`src/sv/cle_pkg.sv`:
```
// Shared types and constants of the console line editor.
// Control character codes, item commands, result status codes and the line store write port; no dependencies.
package cle_pkg;

  // Control characters recognized on the receive side
  localparam logic [7:0] CH_NUL  = 8'h00;
  localparam logic [7:0] CH_EOF  = 8'h04;  // ctrl-D
  localparam logic [7:0] CH_BS   = 8'h08;  // ctrl-H
  localparam logic [7:0] CH_NL   = 8'h0A;
  localparam logic [7:0] CH_CR   = 8'h0D;
  localparam logic [7:0] CH_DUMP = 8'h10;  // ctrl-P
  localparam logic [7:0] CH_KILL = 8'h15;  // ctrl-U
  localparam logic [7:0] CH_DEL  = 8'h7F;

  // Item commands
  typedef enum logic {
    CMD_RECEIVE = 1'b0,
    CMD_READ    = 1'b1
  } command_e;

  // Result status codes
  typedef enum logic [2:0] {
    ST_STORED   = 3'd0,
    ST_ERASED   = 3'd1,
    ST_IGNORED  = 3'd2,
    ST_DUMP     = 3'd3,
    ST_READ     = 3'd4,
    ST_EMPTY    = 3'd5,
    ST_EOF_USED = 3'd6,
    ST_EOF_KEPT = 3'd7
  } status_e;

  // Write port of the line store
  typedef struct packed {
    logic       en;
    logic [7:0] data;
  } store_wr_t;

endpackage

```
`src/sv/cle_if.sv`:
```
// Valid/ready channel interfaces of the console line editor.
// Item channel carries commands in, result channel carries results out; no dependencies.
interface cle_item_if;
  logic       valid;
  logic       ready;
  logic       command;
  logic [7:0] rx_char;
  logic       read_first;

  modport source (output valid, command, rx_char, read_first, input ready);
  modport sink   (input valid, command, rx_char, read_first, output ready);
endinterface

interface cle_result_if;
  logic       valid;
  logic       ready;
  logic [2:0] status;
  logic       echo_valid;
  logic [7:0] echo_char;
  logic [7:0] erase_count;
  logic       line_ready;
  logic [7:0] read_byte;
  logic       line_end;

  modport source (output valid, status, echo_valid, echo_char, erase_count, line_ready,
                  read_byte, line_end, input ready);
  modport sink   (input valid, status, echo_valid, echo_char, erase_count, line_ready,
                  read_byte, line_end, output ready);
endinterface

```
`src/sv/cle_line_store.sv`:
```
// Line store of the console line editor: byte ring memory with a registered head byte.
// Depends on cle_pkg for the write port struct.
module cle_line_store import cle_pkg::*; #(
  parameter int DEPTH = 128
) (
  input  logic                     clk_i,
  input  store_wr_t                wr_i,
  input  logic [$clog2(DEPTH)-1:0] wr_addr_i,
  input  logic [$clog2(DEPTH)-1:0] rd_addr_i,
  output logic [7:0]               head_o
);

  localparam int ADDR_W = $clog2(DEPTH);

  logic [7:0] mem_q [DEPTH];
  logic [7:0] head_q;

  // Store typed bytes
  always_ff @(posedge clk_i) begin
    if (wr_i.en) begin
      mem_q[wr_addr_i] <= wr_i.data;
    end
  end

  // Fetch the byte at the next read position; forward a same-cycle write to it
  always_ff @(posedge clk_i) begin
    if (wr_i.en && (wr_addr_i == rd_addr_i)) begin
      head_q <= wr_i.data;
    end else begin
      head_q <= mem_q[rd_addr_i[ADDR_W-1:0]];
    end
  end

  assign head_o = head_q;

endmodule

```
`src/sv/console_line_editor.sv`:
```
// Console line editor: canonical line-at-a-time console input over a byte ring buffer.
// Depends on cle_pkg, cle_item_if / cle_result_if and cle_line_store.
//
// The block accepts one item per clock cycle, receive and read items mixed freely, and
// delivers each result through the input register and one pass of index and character
// logic into the result register. The read side keeps the byte at the read index
// prefetched from the line store's registered read port, so a read pops it without
// waiting on the memory. Results come out in item order, one per item; the item channel
// stalls only while the result register holds a beat that is not taken. Erase echo is
// reported as a count of backspace-space-backspace sequences, saturating at 255.
module console_line_editor import cle_pkg::*; #(
  parameter int BUF_DEPTH = 128
) (
  input  logic         clk_i,
  input  logic         rst_ni,
  cle_item_if.sink     item_i,
  cle_result_if.source result_o
);

  localparam int IDX_W  = $clog2(2 * BUF_DEPTH);
  localparam int SLOT_W = $clog2(BUF_DEPTH);
  localparam int CNT_W  = (IDX_W > 8) ? IDX_W : 8;
  localparam logic [IDX_W-1:0] IDX_DEPTH = IDX_W'(BUF_DEPTH);
  localparam logic [IDX_W-1:0] IDX_LAST  = IDX_W'(2 * BUF_DEPTH - 1);

  // Index arithmetic modulo twice the depth
  function automatic logic [IDX_W-1:0] idx_inc(input logic [IDX_W-1:0] a);
    return (a == IDX_LAST) ? '0 : a + IDX_W'(1);
  endfunction

  function automatic logic [IDX_W-1:0] idx_dec(input logic [IDX_W-1:0] a);
    return (a == '0) ? IDX_LAST : a - IDX_W'(1);
  endfunction

  function automatic logic [IDX_W-1:0] idx_dist(input logic [IDX_W-1:0] hi,
                                                input logic [IDX_W-1:0] lo);
    logic [IDX_W:0] wrapped;
    wrapped = {1'b0, hi} + (IDX_W+1)'(2 * BUF_DEPTH) - {1'b0, lo};
    return (hi >= lo) ? (hi - lo) : wrapped[IDX_W-1:0];
  endfunction

  function automatic logic [SLOT_W-1:0] idx_slot(input logic [IDX_W-1:0] a);
    logic [IDX_W-1:0] s;
    s = (a >= IDX_DEPTH) ? (a - IDX_DEPTH) : a;
    return s[SLOT_W-1:0];
  endfunction

  // Handshake and stage control
  logic s1_vq, s1_vd;
  logic out_vq, out_vd;
  logic out_take, s1_fire, in_acc;

  // Input register
  logic       cmd_q;
  logic [7:0] rx_q;
  logic       first_q;

  // Indices
  logic [IDX_W-1:0] read_q, read_d;
  logic [IDX_W-1:0] commit_q, commit_d;
  logic [IDX_W-1:0] edit_q, edit_d;

  // Result register
  status_e    status_q, status_d;
  logic       echo_v_q, echo_v_d;
  logic [7:0] echo_c_q, echo_c_d;
  logic [7:0] erase_q, erase_d;
  logic       lready_q, lready_d;
  logic [7:0] rbyte_q, rbyte_d;
  logic       lend_q, lend_d;

  // Line store access
  store_wr_t   wr;
  logic [7:0]  head;

  logic [IDX_W-1:0] dist_er, dist_ec, edit_inc;
  logic [CNT_W-1:0] kill_cnt;
  logic [7:0]       stored_c;

  assign out_take     = !out_vq || result_o.ready;
  assign s1_fire      = s1_vq && out_take;
  assign item_i.ready = !s1_vq || out_take;
  assign in_acc       = item_i.valid && item_i.ready;

  always_comb begin
    s1_vd = s1_vq;
    if (in_acc) begin
      s1_vd = 1'b1;
    end else if (s1_fire) begin
      s1_vd = 1'b0;
    end
    out_vd = out_vq;
    if (s1_fire) begin
      out_vd = 1'b1;
    end else if (result_o.ready) begin
      out_vd = 1'b0;
    end
  end

  always_ff @(posedge clk_i or negedge rst_ni) begin
    if (!rst_ni) begin
      s1_vq    <= 1'b0;
      out_vq   <= 1'b0;
      read_q   <= '0;
      commit_q <= '0;
      edit_q   <= '0;
    end else begin
      s1_vq    <= s1_vd;
      out_vq   <= out_vd;
      read_q   <= read_d;
      commit_q <= commit_d;
      edit_q   <= edit_d;
    end
  end

  // Capture the accepted item
  always_ff @(posedge clk_i) begin
    if (in_acc) begin
      cmd_q   <= item_i.command;
      rx_q    <= item_i.rx_char;
      first_q <= item_i.read_first;
    end
  end

  assign dist_er  = idx_dist(edit_q, read_q);
  assign dist_ec  = idx_dist(edit_q, commit_q);
  assign edit_inc = idx_inc(edit_q);
  assign kill_cnt = CNT_W'(dist_ec);
  assign stored_c = (rx_q == CH_CR) ? CH_NL : rx_q;

  // Edit or read one item
  always_comb begin
    read_d   = read_q;
    commit_d = commit_q;
    edit_d   = edit_q;
    status_d = ST_IGNORED;
    echo_v_d = 1'b0;
    echo_c_d = '0;
    erase_d  = '0;
    lready_d = 1'b0;
    rbyte_d  = '0;
    lend_d   = 1'b0;
    wr.en    = 1'b0;
    wr.data  = stored_c;
    if (s1_fire) begin
      if (command_e'(cmd_q) == CMD_RECEIVE) begin
        unique case (rx_q) inside
          CH_DUMP: begin
            status_d = ST_DUMP;
          end
          CH_KILL: begin
            status_d = ST_ERASED;
            edit_d   = commit_q;
            erase_d  = (kill_cnt > CNT_W'(255)) ? 8'hFF : kill_cnt[7:0];
          end
          CH_BS, CH_DEL: begin
            status_d = ST_ERASED;
            if (edit_q != commit_q) begin
              edit_d  = idx_dec(edit_q);
              erase_d = 8'd1;
            end
          end
          default: begin
            if (rx_q == CH_NUL || dist_er >= IDX_DEPTH) begin
              status_d = ST_IGNORED;
            end else begin
              status_d = ST_STORED;
              echo_v_d = 1'b1;
              echo_c_d = stored_c;
              wr.en    = 1'b1;
              edit_d   = edit_inc;
              if (stored_c == CH_NL || stored_c == CH_EOF ||
                  idx_dist(edit_inc, read_q) == IDX_DEPTH) begin
                commit_d = edit_inc;
                lready_d = 1'b1;
              end
            end
          end
        endcase
      end else begin
        if (read_q == commit_q) begin
          status_d = ST_EMPTY;
        end else if (head == CH_EOF) begin
          if (first_q) begin
            read_d   = idx_inc(read_q);
            status_d = ST_EOF_USED;
          end else begin
            status_d = ST_EOF_KEPT;
          end
        end else begin
          read_d   = idx_inc(read_q);
          status_d = ST_READ;
          rbyte_d  = head;
          lend_d   = (head == CH_NL);
        end
      end
    end
  end

  // Hold the result beat until it is taken
  always_ff @(posedge clk_i) begin
    if (s1_fire) begin
      status_q <= status_d;
      echo_v_q <= echo_v_d;
      echo_c_q <= echo_c_d;
      erase_q  <= erase_d;
      lready_q <= lready_d;
      rbyte_q  <= rbyte_d;
      lend_q   <= lend_d;
    end
  end

  cle_line_store #(
    .DEPTH (BUF_DEPTH)
  ) u_store (
    .clk_i     (clk_i),
    .wr_i      (wr),
    .wr_addr_i (idx_slot(edit_q)),
    .rd_addr_i (idx_slot(read_d)),
    .head_o    (head)
  );

  assign result_o.valid       = out_vq;
  assign result_o.status      = status_q;
  assign result_o.echo_valid  = echo_v_q;
  assign result_o.echo_char   = echo_c_q;
  assign result_o.erase_count = erase_q;
  assign result_o.line_ready  = lready_q;
  assign result_o.read_byte   = rbyte_q;
  assign result_o.line_end    = lend_q;

`ifndef NO_ASSERTIONS
  // Typed text never exceeds the buffer
  a_fill_bound: assert property (@(posedge clk_i) disable iff (!rst_ni)
    dist_er <= IDX_DEPTH)
    else $error("typed text exceeds buffer depth");

  // Commit point lies between read and edit points
  a_commit_order: assert property (@(posedge clk_i) disable iff (!rst_ni)
    idx_dist(commit_q, read_q) <= dist_er)
    else $error("commit index outside read..edit range");

  // A committed line comes only from a stored byte
  a_commit_on_store: assert property (@(posedge clk_i) disable iff (!rst_ni)
    (result_o.valid && result_o.line_ready) |-> (status_q == ST_STORED))
    else $error("line ready without stored byte");

  // An empty read leaves the read index in place
  a_empty_holds: assert property (@(posedge clk_i) disable iff (!rst_ni)
    (s1_fire && cmd_q && (read_q == commit_q)) |=> $stable(read_q))
    else $error("read index moved on empty read");
`endif

endmodule
```
`src/flat_wrapper.sv`:
```
// flat-port wrapper written by rule: the top's interface ports become plain ports
module console_line_editor_flat import cle_pkg::*;
#(
  parameter int BUF_DEPTH = 128
)
  (clk_i, rst_ni, item_i_valid, item_i_command, item_i_rx_char, item_i_read_first, item_i_ready, result_o_valid, result_o_status, result_o_echo_valid, result_o_echo_char, result_o_erase_count, result_o_line_ready, result_o_read_byte, result_o_line_end, result_o_ready);
  cle_item_if item_i_i ();
  cle_result_if result_o_i ();
  input  logic clk_i;
  input  logic rst_ni;
  input wire logic [$bits(item_i_i.valid)-1:0] item_i_valid;
  input wire logic [$bits(item_i_i.command)-1:0] item_i_command;
  input wire logic [$bits(item_i_i.rx_char)-1:0] item_i_rx_char;
  input wire logic [$bits(item_i_i.read_first)-1:0] item_i_read_first;
  output wire logic [$bits(item_i_i.ready)-1:0] item_i_ready;
  output wire logic [$bits(result_o_i.valid)-1:0] result_o_valid;
  output wire logic [$bits(result_o_i.status)-1:0] result_o_status;
  output wire logic [$bits(result_o_i.echo_valid)-1:0] result_o_echo_valid;
  output wire logic [$bits(result_o_i.echo_char)-1:0] result_o_echo_char;
  output wire logic [$bits(result_o_i.erase_count)-1:0] result_o_erase_count;
  output wire logic [$bits(result_o_i.line_ready)-1:0] result_o_line_ready;
  output wire logic [$bits(result_o_i.read_byte)-1:0] result_o_read_byte;
  output wire logic [$bits(result_o_i.line_end)-1:0] result_o_line_end;
  input wire logic [$bits(result_o_i.ready)-1:0] result_o_ready;
  assign item_i_i.valid = item_i_valid;
  assign item_i_i.command = item_i_command;
  assign item_i_i.rx_char = item_i_rx_char;
  assign item_i_i.read_first = item_i_read_first;
  assign item_i_ready = item_i_i.ready;
  assign result_o_valid = result_o_i.valid;
  assign result_o_status = result_o_i.status;
  assign result_o_echo_valid = result_o_i.echo_valid;
  assign result_o_echo_char = result_o_i.echo_char;
  assign result_o_erase_count = result_o_i.erase_count;
  assign result_o_line_ready = result_o_i.line_ready;
  assign result_o_read_byte = result_o_i.read_byte;
  assign result_o_line_end = result_o_i.line_end;
  assign result_o_i.ready = result_o_ready;
  console_line_editor #(.BUF_DEPTH(BUF_DEPTH)) u_core (.clk_i(clk_i), .rst_ni(rst_ni), .item_i(item_i_i), .result_o(result_o_i));
endmodule
```
`config.mk`:
```
export PLATFORM = sky130hd
export DESIGN_NAME = console_line_editor_flat
export DESIGN_NICKNAME = d
export VERILOG_FILES = /design/src/sv/cle_pkg.sv /design/src/sv/cle_if.sv /design/src/sv/cle_line_store.sv /design/src/sv/console_line_editor.sv /design/src/flat_wrapper.sv
export SDC_FILE = /design/constraint.sdc
export NUM_CORES = 1
export LEC_CHECK = 0
export BUFFER_PORTS_ARGS = -buffer_cell sky130_fd_sc_hd__buf_2
export CAP_MARGIN = 20
export CORE_ASPECT_RATIO = 1.2
export CORE_MARGIN = 4
export CORE_UTILIZATION = 55
export DETAILED_ROUTE_END_ITERATION = 10
export GPL_ROUTABILITY_DRIVEN = 0
export PLACE_DENSITY = 0.77
export SYNTH_ARGS = -nofsm -noshare
export SYNTH_HDL_FRONTEND = slang
export SYNTH_HIERARCHICAL = 1
export SYNTH_SLANG_ARGS = --single-unit
```
`constraint.sdc`:
```
create_clock -name clk_i -period 5.47 [get_ports clk_i]
set_input_delay 1.641 -clock clk_i [delete_from_list [all_inputs] [get_ports clk_i]]
set_output_delay 1.641 -clock clk_i [all_outputs]
set_load 0.05 [all_outputs]
```
## Word-level counts from Yosys, hierarchy flattened

Memories as Yosys holds them, arrays and structs flattened. A register that Yosys moved wholly into a read port is not among the register bits.
Cells that the tools add are included.

- Add/subtract/negate cells: 13
- Magnitude comparators: 7
- Equal/unequal tests: 16
- Multiplexer cells: 37
- Bitwise gates (word level): 4
- Reductions and logical operators: 20

Operator list:

| operator | number |
|---|---|
| $mux 8 | 15 |
| $sub 8x8->8 | 6 |
| $add 8x1->8 const B | 4 |
| $eq 8x4->1 const B | 4 |
| $eq 8x8->1 const B | 3 |
| $ge 8x8->1 | 3 |
| $ge 8x8->1 const B | 3 |
| $pmux 8 s3 | 1 |
| $eq 8x3->1 const B | 2 |
| $eq 8x5->1 const B | 2 |
| $logic_not 8->1 | 2 |
| $pmux 8 s2 | 1 |
| $mux 7 | 2 |
| $sub 7x1->7 const B | 2 |
| $mux 1 | 13 |
| $reduce_and 5->1 | 2 |
| $eq 8x7->1 const B | 1 |
| $eq 8x8->1 | 1 |
| $gt 8x8->1 const B | 1 |
| $ne 8x8->1 | 1 |
| $sub 8x1->8 const B | 1 |
| $mux 3 | 2 |
| $pmux 3 s2 | 1 |
| $reduce_or 3->1 | 2 |
| 11 further kinds | 22 |

- Flip-flop bits (word level): 66
- RAM bits: 1024
- Bits of input ports: 14
- Output and inout bits: 32
- Word-level logic and storage cells: 113
- Memories: 1

Memories:

| name | words | width | rd ports | clocked after memory_dff | write ports | RTL line | source |
|---|---|---|---|---|---|---|---|
| u_core.u_store.mem_q | 128 | 8 | 1 | 1 | 1 | cle_line_store.sv:15 | `logic [7:0] mem_q [DEPTH];` |

## Logic depth before layout (Yosys ltp)

Gate-level depths: netlist (run 1).

- Depth in word-level cells: 11
- Mapped depth: 15
- Mapped depth without buffers: 13

## Cells and area by module

Netlist (run 1), hierarchy kept.

By module, submodules not included:

| module | times used | cells each | area each (µm²) | seq. area each (µm²) |
|---|---|---|---|---|
| cle_line_store | 1 | 1634 | 39645.5 | 30889.6 |
| console_line_editor | 1 | 433 | 4325.4 | 1851.8 |

## Worst setup path after synthesis (run 1)

OpenSTA, ideal clock, no wires.

- Path type: register to register
- Start: register u_core.rx_q[2]
- End: memory u_core.u_store.mem_q[0][0] (data pin)
- Library setup time: 835 ps
- Data arrival time: 3962 ps
- Data required time: 4635 ps
- Setup slack: 673 ps
- Cell stages (with the launch flop): 5
- Cell sequence: edfxtp_1 -> nand2_1 -> nor3b_1 -> and2_1 -> nor2b_1

- Word-level cells in the longest chain between the ends: 2

Ends and longest elaborated chain:

| item | RTL line | source |
|---|---|---|
| start: declaration | console_line_editor.sv:55 | `logic [7:0] rx_q;` |
| start signal: assignment | console_line_editor.sv:120 | `rx_q <= item_i.rx_char;` |
| $eq 8x4->1 | console_line_editor.sv:129 | `assign stored_c = (rx_q == CH_CR) ? CH_NL : rx_q;` |
| $mux 8 | console_line_editor.sv:129 |  |
| net u_core.stored_c[0] | console_line_editor.sv:78 | `logic [7:0] stored_c;` |
| end: declaration | cle_line_store.sv:15 |  |

The timed path passes the listed nets, and every way through them passes these cells.

==> results of run 1 <==
[final cells by class]
type | count | share of cell area (%)
timing repair buffer | 110 | 1.84
clock inverter | 62 | 1.18
antenna | 2 | 0.0102
multi-input combinational | 830 | 21.8
tap | 1035 | 2.65
inverter | 33 | 0.254
clock buffer | 117 | 5.25
sequential | 1097 | 67.0
[per-stage QoR]
step | util (%) | setup WS (ps) | instance area, um2
finish | 61.7 | 612 | 48900
global route | 61.7 | 413 | 48900
CTS | 61.7 | 633 | 48800
detailed placement | 57.7 | 755 | 45700
global placement | 57.7 | 879 | 45700
floorplan | - | 673 | 44000
[cell families (layout without fill, tap and decap cells)]
group / Yosys count / in the layout / share of synthesized area, %
multiplexers: 355 / 355 / 17.8
other: 0 / 2 / 0
XOR/XNOR: 23 / 23 / 0.458
AND/OR/NAND/NOR: 326 / 326 / 3.52
buffers and inverters: 140 / 322 / 1.39
flip-flops: 1097 / 1097 / 74.5
adder cells (fa/ha/maj): 30 / 30 / 0.905
AO/OA/AOI/OAI: 96 / 96 / 1.51
[power groups by stage]
stage                     clock, mW  combinational (mW)  sequential (mW)
after floorplan                   0                5.13             9.89
after global placement            0                7.09             9.83
after detailed placement          0                7.24             9.85
after CTS                      6.82                7.33             9.67
after global routing           7.24                7.74             9.68
final                          6.74                7.35             9.67
[final timing paths]
check | to | slack [ps]
setup / recovery | u_core/read_q[5] | 610
hold / removal | u_core/result_o.valid | 510
setup reg to reg | u_core/read_q[5] | 610
hold reg to reg | u_core/result_o.valid | 510
max in group asynchronous | u_core/commit_q[2] | 3980
min in group asynchronous | u_core/s1_vq | 1010
[flip-flops by register name (all words and copies together) (netlist names), 3 cells and up, named ones only]
name	count
u_core/commit_q	8
u_core/edit_q	8
u_core/read_q	8
u_core/result_o.echo_char	8
u_core/result_o.erase_count	8
u_core/result_o.read_byte	8
u_core/result_o.status	3
u_core/rx_q	8
u_core/u_store/mem_q	1024
[per-layer routing]
layer	track usage (%)	vias to the layer above
met1	33.3	11502
met3	3.75	246
met2	39.8	1324
met5	0	-
met4	8.92	4
li1	-	8772
[synthesized netlist by cell type (10+ instances only)]
cell and n:
a21oi_1 21, nand3_1 24, clkbuf_1 58, mux4_2 336, nand2_1 40, ha_1 27
o21ai_0 26, xnor2_1 11, buf_1 18, nor3_1 17, dfrtp_1 26, buf_2 16
nor2b_1 10, and2_1 20, nor2_1 163, buf_4 13, xor2_1 12, inv_1 33
nand2b_1 10, edfxtp_1 1064
==> summary.txt, run 1 <==
Outcome
  – Status: finished, final reports clean

Detailed routing
  – Met3 wire length: 9040 um
  – ANT nets after route: 0
  – Drt initial violations: 3276
  – WL per Instance: 30.8 um
  – DRT Wirelength: 101000 um
  – DR top layer: met5
  – Pre-antenna DRT Iters: 6
  – WL met2: between 50000 and 60000 um
  – Remaining DRCs: 0
  – DR vias/cell: ~6.6
  – Metal-1 WL: approximately 37000 um
  – Vias after detailed routing: 21848

Die
  – Ports: 46
  – Initial core utilization: between 50% and 60%
  – Die area: 84600 um2
  – Height of the die: 318 um
  – Row count: 113
  – Area of the core: slightly below 80000 um2
  – Die X: 266 um

Setup path
  – Most frequent CP cell: mux4_2
  – Cell Chain, Critical Path: buf_12 -> mux4_2 -> mux4_2 -> mux4_2 -> mux2_2 -> or4_1 -> nor2_1 -> nand3_1 -> o21ai_0 -> nor2_1 -> o21ai_0 -> nand2_1 -> o41ai_1
  – Worst Path Buf+Inv: 1
  – Crit. End Element: register
  – Maximum fanout along the worst path: between 40 and 50
  – Number of stages on the worst setup path: 13
  – Cell depth of the worst flop-to-flop path: 13
  – Critical Path Source Type: register
  – Crit path required time: between 5000 and 6000 ps
  – Crit Path Class: register to register
  – Crit path DAT: ~5400 ps
  – Crit-path slowest cell: mux4_2
  – Crit-path leading delay family: multiplexers
  – CP peak stage delay: between 500 and 600 ps

GRT
  – Initial antenna violation count: 6
  – Remaining Overflow, GRT: 0
  – First-pass GRT wire length: 151000 um
  – All-layer global routing usage: 24.1%
  – Largest net degree at the start of global routing: 130
  – Vias in the first global route: roughly 22000

Placement
  – Post-Place Cells: 3104
  – IO buf count: 45
  – HPWL Detailed: 60500 um

Pwr
  – P_int: 16.6 mW
  – Net Sw Power: 7.15 mW
  – Worst vdd ir: 323 uV
  – Pwr Density: 486 nW/um2
  – Combinational group share of total power: 30.9%
  – Flop pwr share: 40.7%
  – P_leak: roughly 15 nW
  – Final Total Pwr: 23.8 mW
  – Clock network power share: 28.4%
  – Switching portion of total power: a little under a third

Timing
  – Final Hold Fails: 0
  – RSZ-0062 raised after global routing: no
  – Tmin final: 4860 ps
  – Max Transition Viols Final: 0
  – Final Setup Violations: 0
  – Tcrit/Tclk final: around nine tenths
  – Final Hold Slack: 511 ps
  – Worst slew pin tran: 1140 ps
  – Relative slew slack: between 20% and 30%
  – Final setup TNS: 0 ps
  – Max Fclk: between 0.2 and 0.25 GHz
  – Final Skew: 32.4 ps

CTS
  – Cts repair resizes: 0
  – Bufs on Longest Clock Path: 3
  – CTS Hold Bufs: 0
  – H-tree Lvls: 3
  – Root Driver: clkbuf_16
  – Clock tree sinks: 1097
  – Inserted Clock Buffers: 98
  – Reg clk slew, reported paths: 60 ps
  – CTS tree: done
  – Post-CTS Setup Bufs: 0
  – Clk_lat worst skew: about 660 ps

Final layout
  – Filler Cells Inserted: 5157
  – Most frequent cells in the layout: edfxtp_1 (1064), mux4_2 (336), nor2_1 (163)
  – Most common cell after layout, fill and taps aside: edfxtp_1
  – Non-filler cells in the finished layout: approximately 3300
  – Nets@finish: 2214
  – Layout cells sized above 1: 27.7%
  – Seq. cell area: 32800 um2
  – Area Growth Syn to Fin: 11.1%
  – Area of the multi-input gates: about 11000 um2

Logic synthesis
  – Yosys synthesis warning count: 6
  – Syn Inst Count: just over 2000
  – Net count after synthesis: ~2100
  – Asr flop ratio synth: 2.37%
  – Cell area after synthesis: roughly 44000 um2
  – Synth area leader: edfxtp_1
  – FF+latch count, synth: around 1100
  – Most used DFF post-synth: edfxtp_1
  – Post-synthesis sequential area ratio: 74.5%
  – Top post-synthesis cells by area: edfxtp_1 (73%), mux4_2 (17%), dfrtp_1 (1.5%)
  – Synth cell types: 68
  – Yosys top cell area share: 72.7%
  – Mapped Avg Cell Area: 21.3 um2
  – Post-synth EDFFs: 1064

Hold path
  – Hold Path Class: register to register
  – Hold path cells: 1
  – Min-delay src: u_core/s1_vq

Job
  – Maxcap violations: 0
Note: power is estimated with default switching activity, not from simulation.
==> run 2, diff against run 1 <==
--- a/config.mk
+++ b/config.mk
@@ -13,6 +13,7 @@
 export DETAILED_ROUTE_END_ITERATION = 10
 export GPL_ROUTABILITY_DRIVEN = 0
 export PLACE_DENSITY = 0.77
+export RECOVER_POWER = 50
 export SYNTH_ARGS = -nofsm -noshare
 export SYNTH_HDL_FRONTEND = slang
 export SYNTH_HIERARCHICAL = 1
==> constraint.sdc (replaced) <==
create_clock -name clk_i -period 4.7 [get_ports clk_i]
set_input_delay 1.41 -clock clk_i [delete_from_list [all_inputs] [get_ports clk_i]]
set_output_delay 1.41 -clock clk_i [all_outputs]
set_load 0.05 [all_outputs]
==> run 2 against run 1 <==
The run now ends with capacitance limit, slew limit left. Clock-buffer cell count is 5 lower. Largest cell class unchanged. Cell count rose by 4.1%. Critical endpoint is now u_core/read_q[7]. Fmax increased by 5.2%.
==> summary.txt, run 2 (synthesized netlist as in run 1, its figures left out) <==
Job
  – Maxcap violations: 17 (was 0)

Final layout
  – Ant diodes: 0 (was 2)
  – Reg with most FFs: u_core/u_store/mem_q (unchanged)
  – Layout cells sized above 1: 30.4% (was 27.7%)
  – Max FFs per register: 1024 (unchanged)
  – Finished Cell Area: 50100 um2 (was 48900 um2)
  – Area Growth Syn to Fin: 14.0% (was 11.1%)
  – Nets@finish: 2346 (was 2214)
  – Filler Cells Inserted: 5027 (was 5157)
  – Non-filler cells in the finished layout: 3420 (was 3286)
  – Utilization after layout: 63.3% (was 61.7%)
  – Most common cell after layout, fill and taps aside: edfxtp_1 (unchanged)
  – Most frequent cells in the layout: edfxtp_1 (1064), mux4_2 (336), nor2_1 (162) (was edfxtp_1 (1064), mux4_2 (336), nor2_1 (163))

Placement
  – Post-Place Cells: 3235 (was 3104)
  – Dpl cell area: 46700 um2 (was 45700 um2)
  – IO buf count: 45 (unchanged)
  – Place WS: 71.8 ps (was 755 ps)
  – HPWL Detailed: 64100 um (was 60500 um)

Timing
  – Fin worst setup slack: 81.1 ps (was 612 ps)
  – Relative slew slack: -87.2% (was 23.7%)
  – Final setup TNS: 0 ps (unchanged)
  – Tcrit/Tclk final: 98.3% (was 88.8%)
  – Max Transition Viols Final: 1018 (was 0)
  – Final Hold Slack: 524 ps (was 511 ps)
  – Final Setup Violations: 0 (unchanged)
  – Worst slew pin tran: 2810 ps (was 1140 ps)
  – Final Skew: 40.2 ps (was 32.4 ps)
  – Tmin final: 4620 ps (was 4860 ps)
  – Final Hold Fails: 0 (unchanged)
  – Max Fclk: 0.217 GHz (was 0.206 GHz)

CTS
  – Bufs on Longest Clock Path: 3 (unchanged)
  – Root Driver: clkbuf_16 (unchanged)
  – Clock tree sinks: 1097 (unchanged)
  – Reg clk slew, reported paths: 70 ps (was 60 ps)
  – Clk_lat worst skew: 690 ps (was 660 ps)
  – H-tree Lvls: 3 (unchanged)
  – Inserted Clock Buffers: 99 (was 98)
  – CTS Hold Bufs: 0 (unchanged)
  – Post-CTS Setup Bufs: 0 (unchanged)
  – CTS tree: done (unchanged)

Setup path
  – Crit path required time: 5250 ps (was 5980 ps)
  – Crit path DAT: 5170 ps (was 5360 ps)
  – Critical Path Source Type: register (unchanged)
  – Crit Path Class: register to register (unchanged)
  – Crit. End Element: register (unchanged)
  – Maximum fanout along the worst path: 18 (was 49)

Die
  – Die area: 84600 um2 (unchanged)
  – Die X: 266 um (unchanged)
  – Ports: 46 (unchanged)
  – Initial core utilization: 55.5% (unchanged)
  – Area of the core: 79200 um2 (unchanged)
  – Height of the die: 318 um (unchanged)
  – Row count: 113 (unchanged)

Detailed routing
  – WL per Instance: 30.8 um (about the same)
  – Pre-antenna DRT Iters: 10 (was 6)
  – Metal-1 WL: 37000 um (was 36900 um)
  – Met3 wire length: 9650 um (was 9040 um)
  – DR vias/cell: 6.56 (was 6.65)
  – Drt initial violations: 3132 (was 3276)
  – DRT Wirelength: 105000 um (was 101000 um)
  – ANT nets after route: 0 (unchanged)
  – Remaining DRCs: 0 (unchanged)
  – Vias after detailed routing: 22442 (was 21848)
  – WL met2: 54200 um (was 51200 um)
  – DR top layer: met5 (unchanged)

Pwr
  – Worst vdd ir: 345 uV (was 323 uV)
  – P_leak: 16.0 nW (was 15.3 nW)
  – Final Total Pwr: 28.7 mW (was 23.8 mW)
  – Pwr Density: 573 nW/um2 (was 486 nW/um2)

GRT
  – Remaining Overflow, GRT: 0 (unchanged)
  – Vias in the first global route: 23286 (was 22379)
  – All-layer global routing usage: 25.2% (was 24.1%)
  – Initial antenna violation count: 5 (was 6)
  – First-pass GRT wire length: 157000 um (was 151000 um)
  – Largest net degree at the start of global routing: 106 (was 130)

Hold path
  – Hold Path Class: register to register (unchanged)

Outcome
  – Violated checks: capacitance limit, slew limit
  – Status: finished, violations left (was finished, final reports clean)
-- run 2: cell count changes in the layout (fill, tap and decap cells not counted), moves of 7 or more --
cell,previous run,this run
buf_4,49,160
bufinv_16,9,18
and2_0,0,9
clkbuf_1,17,54
buf_2,45,13
clkbuf_2,0,7
and2_1,20,11
-- run 2: per-layer routing --
layer	track usage (%)	vias to the layer above
li1	-	9033
met1	33.3	11728
met2	42.3	1404
met3	4.51	271
met4	9.71	6
met5	0	-
-- run 2: path summary, 6_finish.rpt --
path / start / to / slack, ps / depth (start not counted)
max in group asynchronous: rst_ni / u_core/edit_q[2] / 2610 / 1
setup reg to reg: register / u_core/read_q[7] / 80 / 14
hold reg to reg: u_core/s1_vq / u_core/result_o.valid / 520 / 1
setup / recovery: register / u_core/read_q[7] / 80 / 14
hold / removal: u_core/s1_vq / u_core/result_o.valid / 520 / 1
min in group asynchronous: rst_ni / u_core/s1_vq / 1120 / 1
-- run 2: layout make-up --
class | count | area, um2 | area share (%)
repair buffers | 241 | 1850 | 3.70
inverters | 33 | 124 | 0.247
well taps | 1035 | 1290 | 2.58
clock buffers | 112 | 2530 | 5.04
clock inverters | 72 | 930 | 1.85
multi-input cells | 830 | 10700 | 21.2
flip-flops and latches | 1097 | 32800 | 65.3
-- run 2: power breakdown --
group	switching, mW	internal (mW)
logic	4.81	4.16
clock network	3.64	4.91
registers	0.244	11.0
-- run 2: what timing repair did --
item / in CTS / in global routing
cloned: 0 / 0
pin swaps: 0 / 1
setup endpoints to repair: 3 / 15
gates resized for setup: 1 / 6
-- run 2: worst max-delay path, cell delays in order (launching register included) --
cell and delay (ps):
dfxtp_4 410, buf_12 200, buf_16 210, mux4_2 560
mux4_2 550, mux4_2 550, mux2_2 320, or4_1 530
nor2_1 200, nand3_2 200, o21ai_4 220, nor2_2 110
nand2_1 130, o21ai_0 140, o31ai_1 120
